**config.mk**
```make
export PLATFORM = sky130hd
export DESIGN_NAME = diff_drive_speed_radius_frame
export DESIGN_NICKNAME = d
export VERILOG_FILES = /design/src/design/ddsr_pkg.sv /design/src/design/diff_drive_speed_radius_frame.sv /design/src/design/ddsr_calc.sv /design/src/design/ddsr_frame.sv
export SDC_FILE = /design/constraint.sdc
export NUM_CORES = 2
export LEC_CHECK = 0
export CORE_UTILIZATION = 61
export DETAILED_ROUTE_END_ITERATION = 10
export DONT_BUFFER_PORTS = 1
export PLACE_DENSITY_LB_ADDON = 0.05
export REMOVE_ABC_BUFFERS = 1
export SLEW_MARGIN = 20
export SYNTH_ARGS = -nofsm -noshare
export SYNTH_HDL_FRONTEND = slang
export SYNTH_SLANG_ARGS = --single-unit
```
**constraint.sdc**
```tcl
create_clock -name aclk -period 24.7 [get_ports aclk]
set_clock_uncertainty 0.2 [all_clocks]
set_input_delay 1.235 -clock aclk [delete_from_list [all_inputs] [get_ports aclk]]
set_output_delay 1.235 -clock aclk [all_outputs]
set_load 0.02 [all_outputs]
```
**src/design/ddsr_pkg.sv**
```systemverilog
// Shared types, constants and helpers for the speed/radius framer.
package ddsr_pkg;

    localparam int QuotW   = 27;
    localparam int DivSteps = 3;
    localparam int DivBits = QuotW / DivSteps;
    localparam int FrameLen = 10;
    localparam int IdxW = 4;
    localparam int RecipShift = 35;

    localparam logic [25:0] Recip1000 = 26'd34359739;

    localparam logic [7:0] HeadB0 = 8'hAA;
    localparam logic [7:0] HeadB1 = 8'h55;
    localparam logic [7:0] HeadB2 = 8'h05;
    localparam logic [7:0] HeadB3 = 8'h01;
    localparam logic [7:0] HeadB4 = 8'h04;
    localparam logic [9:0] HwbReset = 10'd115;

    typedef struct packed {
        logic signed [15:0] translation_mm_s;
        logic signed [15:0] rotation_mrad_s;
    } in_item_t;

    typedef struct packed {
        logic [7:0] frame_byte;
        logic       last_byte;
    } out_item_t;

    typedef struct packed {
        logic [15:0] speed;
        logic [15:0] radius;
    } sr_t;

    typedef enum logic [1:0] {
        MODE_ROT,
        MODE_TRANS,
        MODE_BOTH
    } mode_t;

    function automatic logic [15:0] sat16(input logic signed [27:0] v);
        logic [15:0] r;
        if (v > 28'sd32767) begin
            r = 16'h7FFF;
        end else if (v < -28'sd32768) begin
            r = 16'h8000;
        end else begin
            r = v[15:0];
        end
        return r;
    endfunction

endpackage

```
**src/design/diff_drive_speed_radius_frame.sv**
```systemverilog
// Top level: velocity command in, 10-byte speed/radius frame out.
// A request is registered through the product, division and select stages, then loaded into the byte serializer.
// The byte serializer takes a new request only as the last byte of the current frame is accepted.
// The math pipeline takes a request every cycle and holds whole while its head waits.
// Synchronous active-low reset clears all valid bits; half wheelbase resets to 115.
module diff_drive_speed_radius_frame (
    input  logic                 aclk,
    input  logic                 aresetn,
    input  logic                 s_valid,
    output logic                 s_ready,
    input  ddsr_pkg::in_item_t   s_data,
    output logic                 m_valid,
    input  logic                 m_ready,
    output ddsr_pkg::out_item_t  m_data,
    input  logic                 cfg_we,
    input  logic [9:0]           cfg_wdata
);
    import ddsr_pkg::*;

    logic [9:0] hwb_reg;
    logic       calc_valid;
    sr_t        calc_sr;
    logic       fr_ready;
    logic       adv;

    always_ff @(posedge aclk) begin
        if (!aresetn) begin
            hwb_reg <= HwbReset;
        end else if (cfg_we) begin
            hwb_reg <= cfg_wdata;
        end
    end

    // advance the math pipe unless its head is held
    assign adv     = !calc_valid || fr_ready;
    assign s_ready = adv;

    ddsr_calc u_calc (
        .aclk      (aclk),
        .aresetn   (aresetn),
        .adv       (adv),
        .in_valid  (s_valid),
        .in_item   (s_data),
        .hwb       (hwb_reg),
        .out_valid (calc_valid),
        .out_sr    (calc_sr)
    );

    ddsr_frame u_frame (
        .aclk     (aclk),
        .aresetn  (aresetn),
        .in_valid (calc_valid),
        .in_ready (fr_ready),
        .in_sr    (calc_sr),
        .m_valid  (m_valid),
        .m_ready  (m_ready),
        .m_item   (m_data)
    );

endmodule

```
**src/design/ddsr_calc.sv**
```systemverilog
// Pipelined speed and radius math: products, restoring division, select.
module ddsr_calc (
    input  logic                  aclk,
    input  logic                  aresetn,
    input  logic                  adv,
    input  logic                  in_valid,
    input  ddsr_pkg::in_item_t    in_item,
    input  logic [9:0]            hwb,
    output logic                  out_valid,
    output ddsr_pkg::sr_t         out_sr
);
    import ddsr_pkg::*;

    // stage valid bits: 0 products, 1..3 division, 4 select
    logic [4:0] v_reg;

    // stage 0 data
    mode_t              mode0_reg;
    logic signed [16:0] t0_reg;
    logic [25:0]        wh0_reg;
    logic               whneg0_reg;
    logic [QuotW-1:0]   num0_reg;
    logic [15:0]        den0_reg;
    logic               qneg0_reg;

    // division pipeline
    mode_t              mode_d_reg [DivSteps];
    logic signed [16:0] t_d_reg    [DivSteps];
    logic signed [16:0] term_d_reg [DivSteps];
    logic [QuotW-1:0]   num_d_reg  [DivSteps];
    logic [16:0]        rem_d_reg  [DivSteps];
    logic [15:0]        den_d_reg  [DivSteps];
    logic               qneg_d_reg [DivSteps];

    sr_t sr_reg;

    logic signed [25:0] prod_t;
    logic [25:0]        abs_num;
    logic [15:0]        abs_den;
    logic [25:0]        wh_mag;

    always_comb begin
        prod_t    = 26'(in_item.translation_mm_s) * 26'sd1000;
        abs_num   = prod_t[25] ? 26'(-prod_t) : prod_t;
        abs_den   = in_item.rotation_mrad_s[15] ? 16'(-in_item.rotation_mrad_s)
                                               : in_item.rotation_mrad_s;
        wh_mag    = 26'(abs_den) * 26'(hwb);
    end

    always_ff @(posedge aclk) begin
        if (!aresetn) begin
            v_reg <= '0;
        end else if (adv) begin
            v_reg <= {v_reg[3:0], in_valid};
        end
    end

    always_ff @(posedge aclk) begin
        if (adv) begin
            if (in_item.translation_mm_s == 16'sd0) begin
                mode0_reg <= MODE_ROT;
            end else if (in_item.rotation_mrad_s == 16'sd0) begin
                mode0_reg <= MODE_TRANS;
            end else begin
                mode0_reg <= MODE_BOTH;
            end
            t0_reg     <= 17'(in_item.translation_mm_s);
            wh0_reg    <= wh_mag;
            whneg0_reg <= in_item.rotation_mrad_s[15];
            num0_reg   <= QuotW'(abs_num);
            den0_reg   <= abs_den;
            qneg0_reg  <= in_item.translation_mm_s[15] ^ in_item.rotation_mrad_s[15];
        end
    end

    for (genvar s = 0; s < DivSteps; s++) begin : g_div
        logic [QuotW-1:0]   num_in;
        logic [16:0]        rem_in;
        logic [15:0]        den_in;
        mode_t              mode_in;
        logic signed [16:0] t_in;
        logic signed [16:0] term_in;
        logic               qneg_in;
        logic [QuotW-1:0]   num_out;
        logic [16:0]        rem_out;
        logic [17:0]        trial;
        if (s == 0) begin : g_first
            logic [51:0] recip_p;
            logic [16:0] tmag;
            assign recip_p = 52'(wh0_reg) * 52'(Recip1000);
            assign tmag    = {1'b0, recip_p[RecipShift+15:RecipShift]};
            assign term_in = whneg0_reg ? -tmag : tmag;
            assign num_in  = num0_reg;
            assign rem_in  = '0;
            assign den_in  = den0_reg;
            assign mode_in = mode0_reg;
            assign t_in    = t0_reg;
            assign qneg_in = qneg0_reg;
        end else begin : g_rest
            assign num_in  = num_d_reg[s-1];
            assign rem_in  = rem_d_reg[s-1];
            assign den_in  = den_d_reg[s-1];
            assign mode_in = mode_d_reg[s-1];
            assign t_in    = t_d_reg[s-1];
            assign term_in = term_d_reg[s-1];
            assign qneg_in = qneg_d_reg[s-1];
        end
        always_comb begin
            num_out = num_in;
            rem_out = rem_in;
            for (int b = 0; b < DivBits; b++) begin
                trial   = {rem_out, num_out[QuotW-1]};
                num_out = {num_out[QuotW-2:0], 1'b0};
                if (trial >= {2'b00, den_in}) begin
                    rem_out    = 17'(trial - {2'b00, den_in});
                    num_out[0] = 1'b1;
                end else begin
                    rem_out = trial[16:0];
                end
            end
        end
        always_ff @(posedge aclk) begin
            if (adv) begin
                num_d_reg[s]  <= num_out;
                rem_d_reg[s]  <= rem_out;
                den_d_reg[s]  <= den_in;
                mode_d_reg[s] <= mode_in;
                t_d_reg[s]    <= t_in;
                term_d_reg[s] <= term_in;
                qneg_d_reg[s] <= qneg_in;
            end
        end
    end

    logic signed [27:0] q_w;
    logic signed [27:0] sp_w;
    logic signed [27:0] tq_w;
    logic signed [27:0] tm_w;
    logic [QuotW-1:0]   qmag;

    always_comb begin
        qmag = num_d_reg[DivSteps-1];
        q_w  = qneg_d_reg[DivSteps-1] ? -$signed({1'b0, qmag}) : $signed({1'b0, qmag});
        tq_w = 28'(t_d_reg[DivSteps-1]);
        tm_w = 28'(term_d_reg[DivSteps-1]);
        if (q_w > 28'sd1) begin
            sp_w = tq_w + tm_w;
        end else if (q_w < -28'sd1) begin
            sp_w = tq_w - tm_w;
        end else begin
            sp_w = '0;
        end
    end

    always_ff @(posedge aclk) begin
        if (adv) begin
            case (mode_d_reg[DivSteps-1])
                MODE_ROT: begin
                    sr_reg.speed  <= sat16(tm_w);
                    sr_reg.radius <= 16'd1;
                end
                MODE_TRANS: begin
                    sr_reg.speed  <= tq_w[15:0];
                    sr_reg.radius <= 16'd0;
                end
                default: begin
                    sr_reg.speed  <= sat16(sp_w);
                    sr_reg.radius <= sat16(q_w);
                end
            endcase
        end
    end

    assign out_valid = v_reg[4];
    assign out_sr    = sr_reg;

endmodule

```
**src/design/ddsr_frame.sv**
```systemverilog
// Frame serializer: header, speed, radius, checksum, one byte per cycle while m_ready is high.
module ddsr_frame (
    input  logic                  aclk,
    input  logic                  aresetn,
    input  logic                  in_valid,
    output logic                  in_ready,
    input  ddsr_pkg::sr_t         in_sr,
    output logic                  m_valid,
    input  logic                  m_ready,
    output ddsr_pkg::out_item_t   m_item
);
    import ddsr_pkg::*;

    logic            busy_reg;
    logic [IdxW-1:0] idx_reg;
    sr_t             sr_reg;
    logic [7:0]      cks_w;
    logic [7:0]      byte_w;
    logic            done_w;

    assign done_w   = busy_reg && m_ready && (idx_reg == IdxW'(FrameLen - 1));
    assign in_ready = !busy_reg || done_w;

    always_ff @(posedge aclk) begin
        if (!aresetn) begin
            busy_reg <= 1'b0;
            idx_reg  <= '0;
        end else if (in_valid && in_ready) begin
            busy_reg <= 1'b1;
            idx_reg  <= '0;
        end else if (done_w) begin
            busy_reg <= 1'b0;
            idx_reg  <= '0;
        end else if (busy_reg && m_ready) begin
            idx_reg <= idx_reg + 1'b1;
        end
    end

    always_ff @(posedge aclk) begin
        if (in_valid && in_ready) begin
            sr_reg <= in_sr;
        end
    end

    always_comb begin
        cks_w = HeadB2 ^ HeadB3 ^ HeadB4 ^ sr_reg.speed[7:0] ^ sr_reg.speed[15:8]
              ^ sr_reg.radius[7:0] ^ sr_reg.radius[15:8];
        case (idx_reg)
            4'd0:    byte_w = HeadB0;
            4'd1:    byte_w = HeadB1;
            4'd2:    byte_w = HeadB2;
            4'd3:    byte_w = HeadB3;
            4'd4:    byte_w = HeadB4;
            4'd5:    byte_w = sr_reg.speed[7:0];
            4'd6:    byte_w = sr_reg.speed[15:8];
            4'd7:    byte_w = sr_reg.radius[7:0];
            4'd8:    byte_w = sr_reg.radius[15:8];
            default: byte_w = cks_w;
        endcase
    end

    assign m_valid           = busy_reg;
    assign m_item.frame_byte = byte_w;
    assign m_item.last_byte  = (idx_reg == IdxW'(FrameLen - 1));

endmodule
```
* After elaboration in Yosys (flattened, before gate mapping)
Memory sizes are Yosys's and may differ from the RTL's. Index checks and enable logic that the tools add are counted.
Storage, ports and cells: bits in registers 172, bits in writable memories 291, input port bits 47, output and inout port bits 11, word-level logic and storage cells 196, memories kept 7
Operators by class: add/subtract/negate cells 34, multiply operators 3, order comparisons 35, eq/ne operators 10, multiplexer cells 73, bitwise gates (word level) 5, reduce and logical (&&, ||, !) cells 13
Memories:
- u_calc.num_d_reg | words 3, width 27, rd ports 3, clocked after Yosys merged registers in 0, write ports 3, line ddsr_calc.sv:30 | logic [QuotW-1:0] num_d_reg [DivSteps];
- u_calc.rem_d_reg | words 3, width 17, rd ports 2, clocked after Yosys merged registers in 0, write ports 3, line ddsr_calc.sv:31 | logic [16:0] rem_d_reg [DivSteps];
- u_calc.t_d_reg | words 3, width 17, rd ports 3, clocked after Yosys merged registers in 0, write ports 3, line ddsr_calc.sv:28 | logic signed [16:0] t_d_reg [DivSteps];
- u_calc.term_d_reg | words 3, width 17, rd ports 3, clocked after Yosys merged registers in 0, write ports 3, line ddsr_calc.sv:29 | logic signed [16:0] term_d_reg [DivSteps];
- u_calc.den_d_reg | words 3, width 16, rd ports 2, clocked after Yosys merged registers in 0, write ports 3, line ddsr_calc.sv:32 | logic [15:0] den_d_reg [DivSteps];
- u_calc.mode_d_reg | words 3, width 2, rd ports 3, clocked after Yosys merged registers in 0, write ports 3, line ddsr_calc.sv:27 | mode_t mode_d_reg [DivSteps];
- +1 memories
Operators with widths (count):
- 2-to-1 mux 17 bit | 28
- >= comparator 18 x 16 -> 1 bit | 26
- subtractor 17 x 16 -> 17 bit | 26
- 2-to-1 mux 16 bit | 7
- 2-to-1 mux 28 bit | 3
- case mux 8 bit (9 select lines) | 1
- case mux 32 bit (2 select lines) | 1
- > comparator 28 x 16 -> 1 bit (second input constant) | 2
- less-than comparator 28 x 16 -> 1 bit (second input constant) | 2
- multiplier 26 x 26 -> 51 bit (second input constant) | 1
- zero test 16 bit | 2
- 2-to-1 mux 1 bit | 31
- > comparator 28 x 2 -> 1 bit (second input constant) | 1
- less-than comparator 28 x 1 -> 1 bit (second input constant) | 1
- negator 27 -> 28 bit | 1
- multiplier 16 x 10 -> 26 bit | 1
- negator 26 bit | 1
- 2-to-1 mux 25 bit | 1
- XOR 8 bit | 3
- multiplier 16 x 8 -> 23 bit (second input constant) | 1
- adder 17 x 17 -> 18 bit | 1
- subtractor 17 x 17 -> 18 bit | 1
- > comparator 17 x 16 -> 1 bit (second input constant) | 1
- less-than comparator 17 x 16 -> 1 bit (second input constant) | 1
- other kinds (20) | 29

* Logic depth before layout (Yosys ltp)
An unclocked memory read counts as a cell.
depth in word-level cells 19, mapped depth 142, mapped depth without buffers 128

* By module
Synthesis repeated with hierarchy kept, for this count alone.
Unflattened totals: cell total of the unflattened synthesis 6333, area, all modules 58264.6 um2
Modules (own cells, without submodules):
- ddsr_calc | times used 1, cells an instance 6152, area each 56057.5 um2
- ddsr_frame | times used 1, cells an instance 148, area each 1835.5 um2
- diff_drive_speed_radius_frame | times used 1, cells an instance 33, area each 371.6 um2

* Worst setup path before layout
Ideal clock, no wire load.
path type register -> register, start mem u_calc.den_d_reg[0][1], end mem u_calc.rem_d_reg[1][12], in the netlist u_calc.rem_d_reg[0][29], data pin, library setup time 262 ps, data arrival time 26374 ps, slack -2136 ps, stages on the path, launching flop included 133, buffers on the path 14, cells stage by stage edfxtp_1 -> inv_1 -> fa_1 -> a21o_1 -> a22o_1 -> o211a_1 -> nor4_4 -> inv_2 -> clkbuf_1 -> nand2_1 -> o21ai_0 -> fa_1 -> nor2b_1 -> o31ai_1 -> a21oi_1 -> a2111oi_0 -> or3_1 -> o211ai_1 -> (+97 left out) -> a21oi_1 -> o21ai_0 -> a21oi_1 -> o21ai_0 -> a21oi_1 -> o21ai_0 -> a21oi_1 -> o21bai_1 -> a21oi_1 -> o221ai_1 -> a21oi_1 -> and2_1 -> o2111a_1 -> o21ai_0 -> mux2i_1 -> a31oi_2 -> buf_2 -> mux2_1
RTL lines (line):
- start, declared | ddsr_calc.sv:32
- end, declared | ddsr_calc.sv:31

==> flow_summary_export.csv <==
group,metric,value,unit
status,outcome,"complete, no violations",
global_routing,first_global_vias,48500,
floorplanning,rows,113,
yosys,synth_cells,6517,
detailed_routing,vias_per_cell,5.92,
clock_network,cts_tree,"yes",
place,dp_hpwl,131000,µm
timing,final_hold_viol_count,0,
timing,worstMarginPinSlew,1.46,ns
clock_network,clockBufferDepth,3,
floorplanning,dieArea,97900,µm²
yosys,ys_types,103,
timing,slew_headroom,1.88,%
floorplanning,io_pins,58,
floorplanning,die_w,313,µm
worst_setup_path,required,24.87,ns
detailed_routing,wl_per_cell,19.8,µm
clock_network,cts.sinks,415,
clock_network,cts-buffers-inserted,49,
timing,timing.fmax,42.9,MHz
place,gp_congestion,0.960,
cells_and_area,largest_register_ffs,75,
yosys,yosysTopAreaCellShare,20.1,%
detailed_routing,first_pass_iters,6,
worst_setup_path,cp.arrival,23.47,ns
global_routing,grt_use_total,33.5,%
worst_setup_path,crit_top_cell,"a21o_1",
yosys,ys_seq_area_share,20.8,%
yosys,syn_area,58900,µm²
clock_network,worst_skew_pair.late_latency,0.65,ns
worst_setup_path,slowest_stage,"or4_4",
yosys,ys_warn_count,0,
clock_network,h-tree-depth,2,
floorplanning,start_util,61.8,%
clock_network,cts.clk_slew.worst_paths,0.07,ns
timing,min_period,23.31,ns
clock_network,root_buffer,"clkbuf_16",
worst_setup_path,cp_slowest_stage_delay,0.58,ns
cells_and_area,syn_to_final_growth,12.5,%
worst_setup_path,startpoint_type,"flip-flop",
detailed_routing,finalWirelength,164000,µm
global_routing,grt_overflow,0,
yosys,yosysTopAreaCell,"edfxtp_1",
detailed_routing,postRouteAntennaNets,0,
worst_setup_path,endpoint_kind,"flip-flop",
clock_network,cts_hold_buf,0,
global_routing,grt_pass1_wl,260000,µm
timing,setup_slack,1.39,ns
yosys,async_flop_share,0,%
yosys,ys_seq_elements,415,
worst_hold_path,hold_path_class,"reg2reg",
timing,finalCritPeriodShare,94.4,%
detailed_routing,drcViolationCount,0,
global_routing,antenna_found_initial,3,
place,post_dp_cell_area,63700,µm²
yosys,synth_area_leaders,"edfxtp_1 20%, ha_1 18%, fa_1 14%, inv_1 6.0%, xnor2_1 4.0%",
cells_and_area,layout-drive-gt1-share,13.7,%
timing,drv_slew,0,
place,dp.cells,8128,
global_routing,grt_max_degree,179,
place,preCtsSetupSlack,-0.994,ns
yosys,syn_avg_cell_area,9.04,µm²
worst_setup_path,crit_fanout,20,
timing,tns,0,ns
yosys,yosys_most_used_dff,"edfxtp_1",
cells_and_area,final_nets,8276,
detailed_routing,vias,49000,
cells_and_area,fin_area,66300,µm²
worst_setup_path,critical_path_class,"reg2reg",
floorplanning,core_area,95300,µm²
detailed_routing,drt_iter0_drc,3663,
yosys,synth-edff-count,395,
timing,setup_viol,0,
place,portBuffers,0,
cells_and_area,num_antenna_cells,0,
floorplanning,dieHeight,313,µm
cells_and_area,stdcell_count,8265,
flow_run,maxCapViolCount,0,
## worst paths after layout
path | slack, ns | depth (start not counted) | to | start
setup / recovery | 1.39 | 114 | u_calc.rem_d_reg[0][3] | u_calc.den0_reg[12]
hold / removal | 0.21 | 0 | u_frame.sr_reg[1] | u_calc.out_sr[1]
setup reg to reg | 1.39 | 114 | u_calc.rem_d_reg[0][3] | u_calc.den0_reg[12]
hold reg to reg | 0.21 | 0 | u_frame.sr_reg[1] | u_calc.out_sr[1]
## layout by cell type, fill, tap and decap left out, types with 16 or more instances in the layout
cell type  count
inv_1        943
ha_1         858
buf_4        520
nand2_1      462
nor2_1       451
fa_1         404
edfxtp_1     395
a21oi_1      387
o21ai_0      277
xnor2_1      262
mux2_2       166
a21o_1       157
xor2_1       130
and2_1       107
nand4_1       95
nor3_1        85
nor2b_1       75
nand3_1       71
o21a_1        66
nand2b_1      63
a21boi_0      55
o21bai_1      51
clkbuf_16     49
o21ai_1       46
o31ai_1       39
nor4_1        39
a211oi_1      38
mux2i_1       36
or3_1         36
a21oi_2       32
a31oi_1       31
a221oi_1      27
and3_1        23
o211ai_1      22
a221o_1       22
dfxtp_1       20
or2_2         17
o31a_1        16
## what timing repair did
action / 4_1_cts / 5_1_grt
buffers inserted: 4 / 38
pin swaps: 2 / 56
setup endpoints to repair: 18 / 38
gates cloned: 0 / 3
gates resized for setup: 29 / 170
## final cells by class
class	count	area (µm²)
inverter	951	3570
tap	1265	1580
multi-input combinational	5012	43200
clock inverter	38	420
fill	7684	29000
timing repair buffer	530	4040
clock buffer	54	1240
sequential	415	12300
## routing by layer
| layer | vias to the layer above | track usage, % | routed length, µm |
|---|---|---|---|
| met5 | - | 0 | 0 |
| met1 | 23600 | 44.8 | 72200 |
| li1 | 23700 | - | - |
| met3 | 267 | 3.81 | 8990 |
| met4 | 0 | 10.4 | 5290 |
| met2 | 1354 | 56.9 | 77300 |
## critical path: cells and delay by family (launching register included)
kind | cells | cell delay [ns]
AOI/OAI and AO/OA | 66 | 11.29
DFF | 1 | 0.46
buffers and inverters | 6 | 1.11
and+or+nand+nor | 29 | 5.51
adders and majority gates | 8 | 2.83
muxes | 5 | 1.58
## through the flow
stage          hold WS [ns]  utilization (%)
2_1_floorplan         0.200                -
5_1_grt               0.221             69.6
4_1_cts               0.214             68.7
3_5_place_dp          0.205             66.8
6_report              0.209             69.6
3_3_place_gp          0.201             66.8
## kinds of logic (layout without fill, tap and decap cells)
group	count (synthesis)	in the layout	synth area share [%]
AOI/OAI and AO/OA	1472	1474	16.2
xor gates and xnor gates	397	397	5.90
adders and majority gates	1285	1285	32.4
buffers and inverters	1092	1573	7.04
DFF	415	415	20.8
muxes	232	232	4.39
and+or+nand+nor	1624	1624	13.3
## synthesized netlist by cell type (20+ instances only)
master    count
nand2b_1     63
o21bai_1     51
nor2b_1      80
a21boi_0     72
o211ai_1     22
nor4_1       45
a221oi_1     29
o21ai_0     327
nand3_1      72
nand2_1     467
edfxtp_1    395
ha_1        861
or3_1        36
o21a_1       67
xnor2_1     267
nor3_1       88
nor2_1      452
a221o_1      22
nand4_1      95
a31oi_1      33
inv_1       945
dfxtp_1      20
and3_1       24
a21o_1      158
clkbuf_1    110
a211oi_1     41
xor2_1      130
o31ai_1      43
mux2_2      167
mux2i_1      43
and2_1      109
a21oi_1     417
fa_1        409
Power is not shown: default switching activity piles up to over one toggle a cycle in this logic, so the estimate is an artifact.
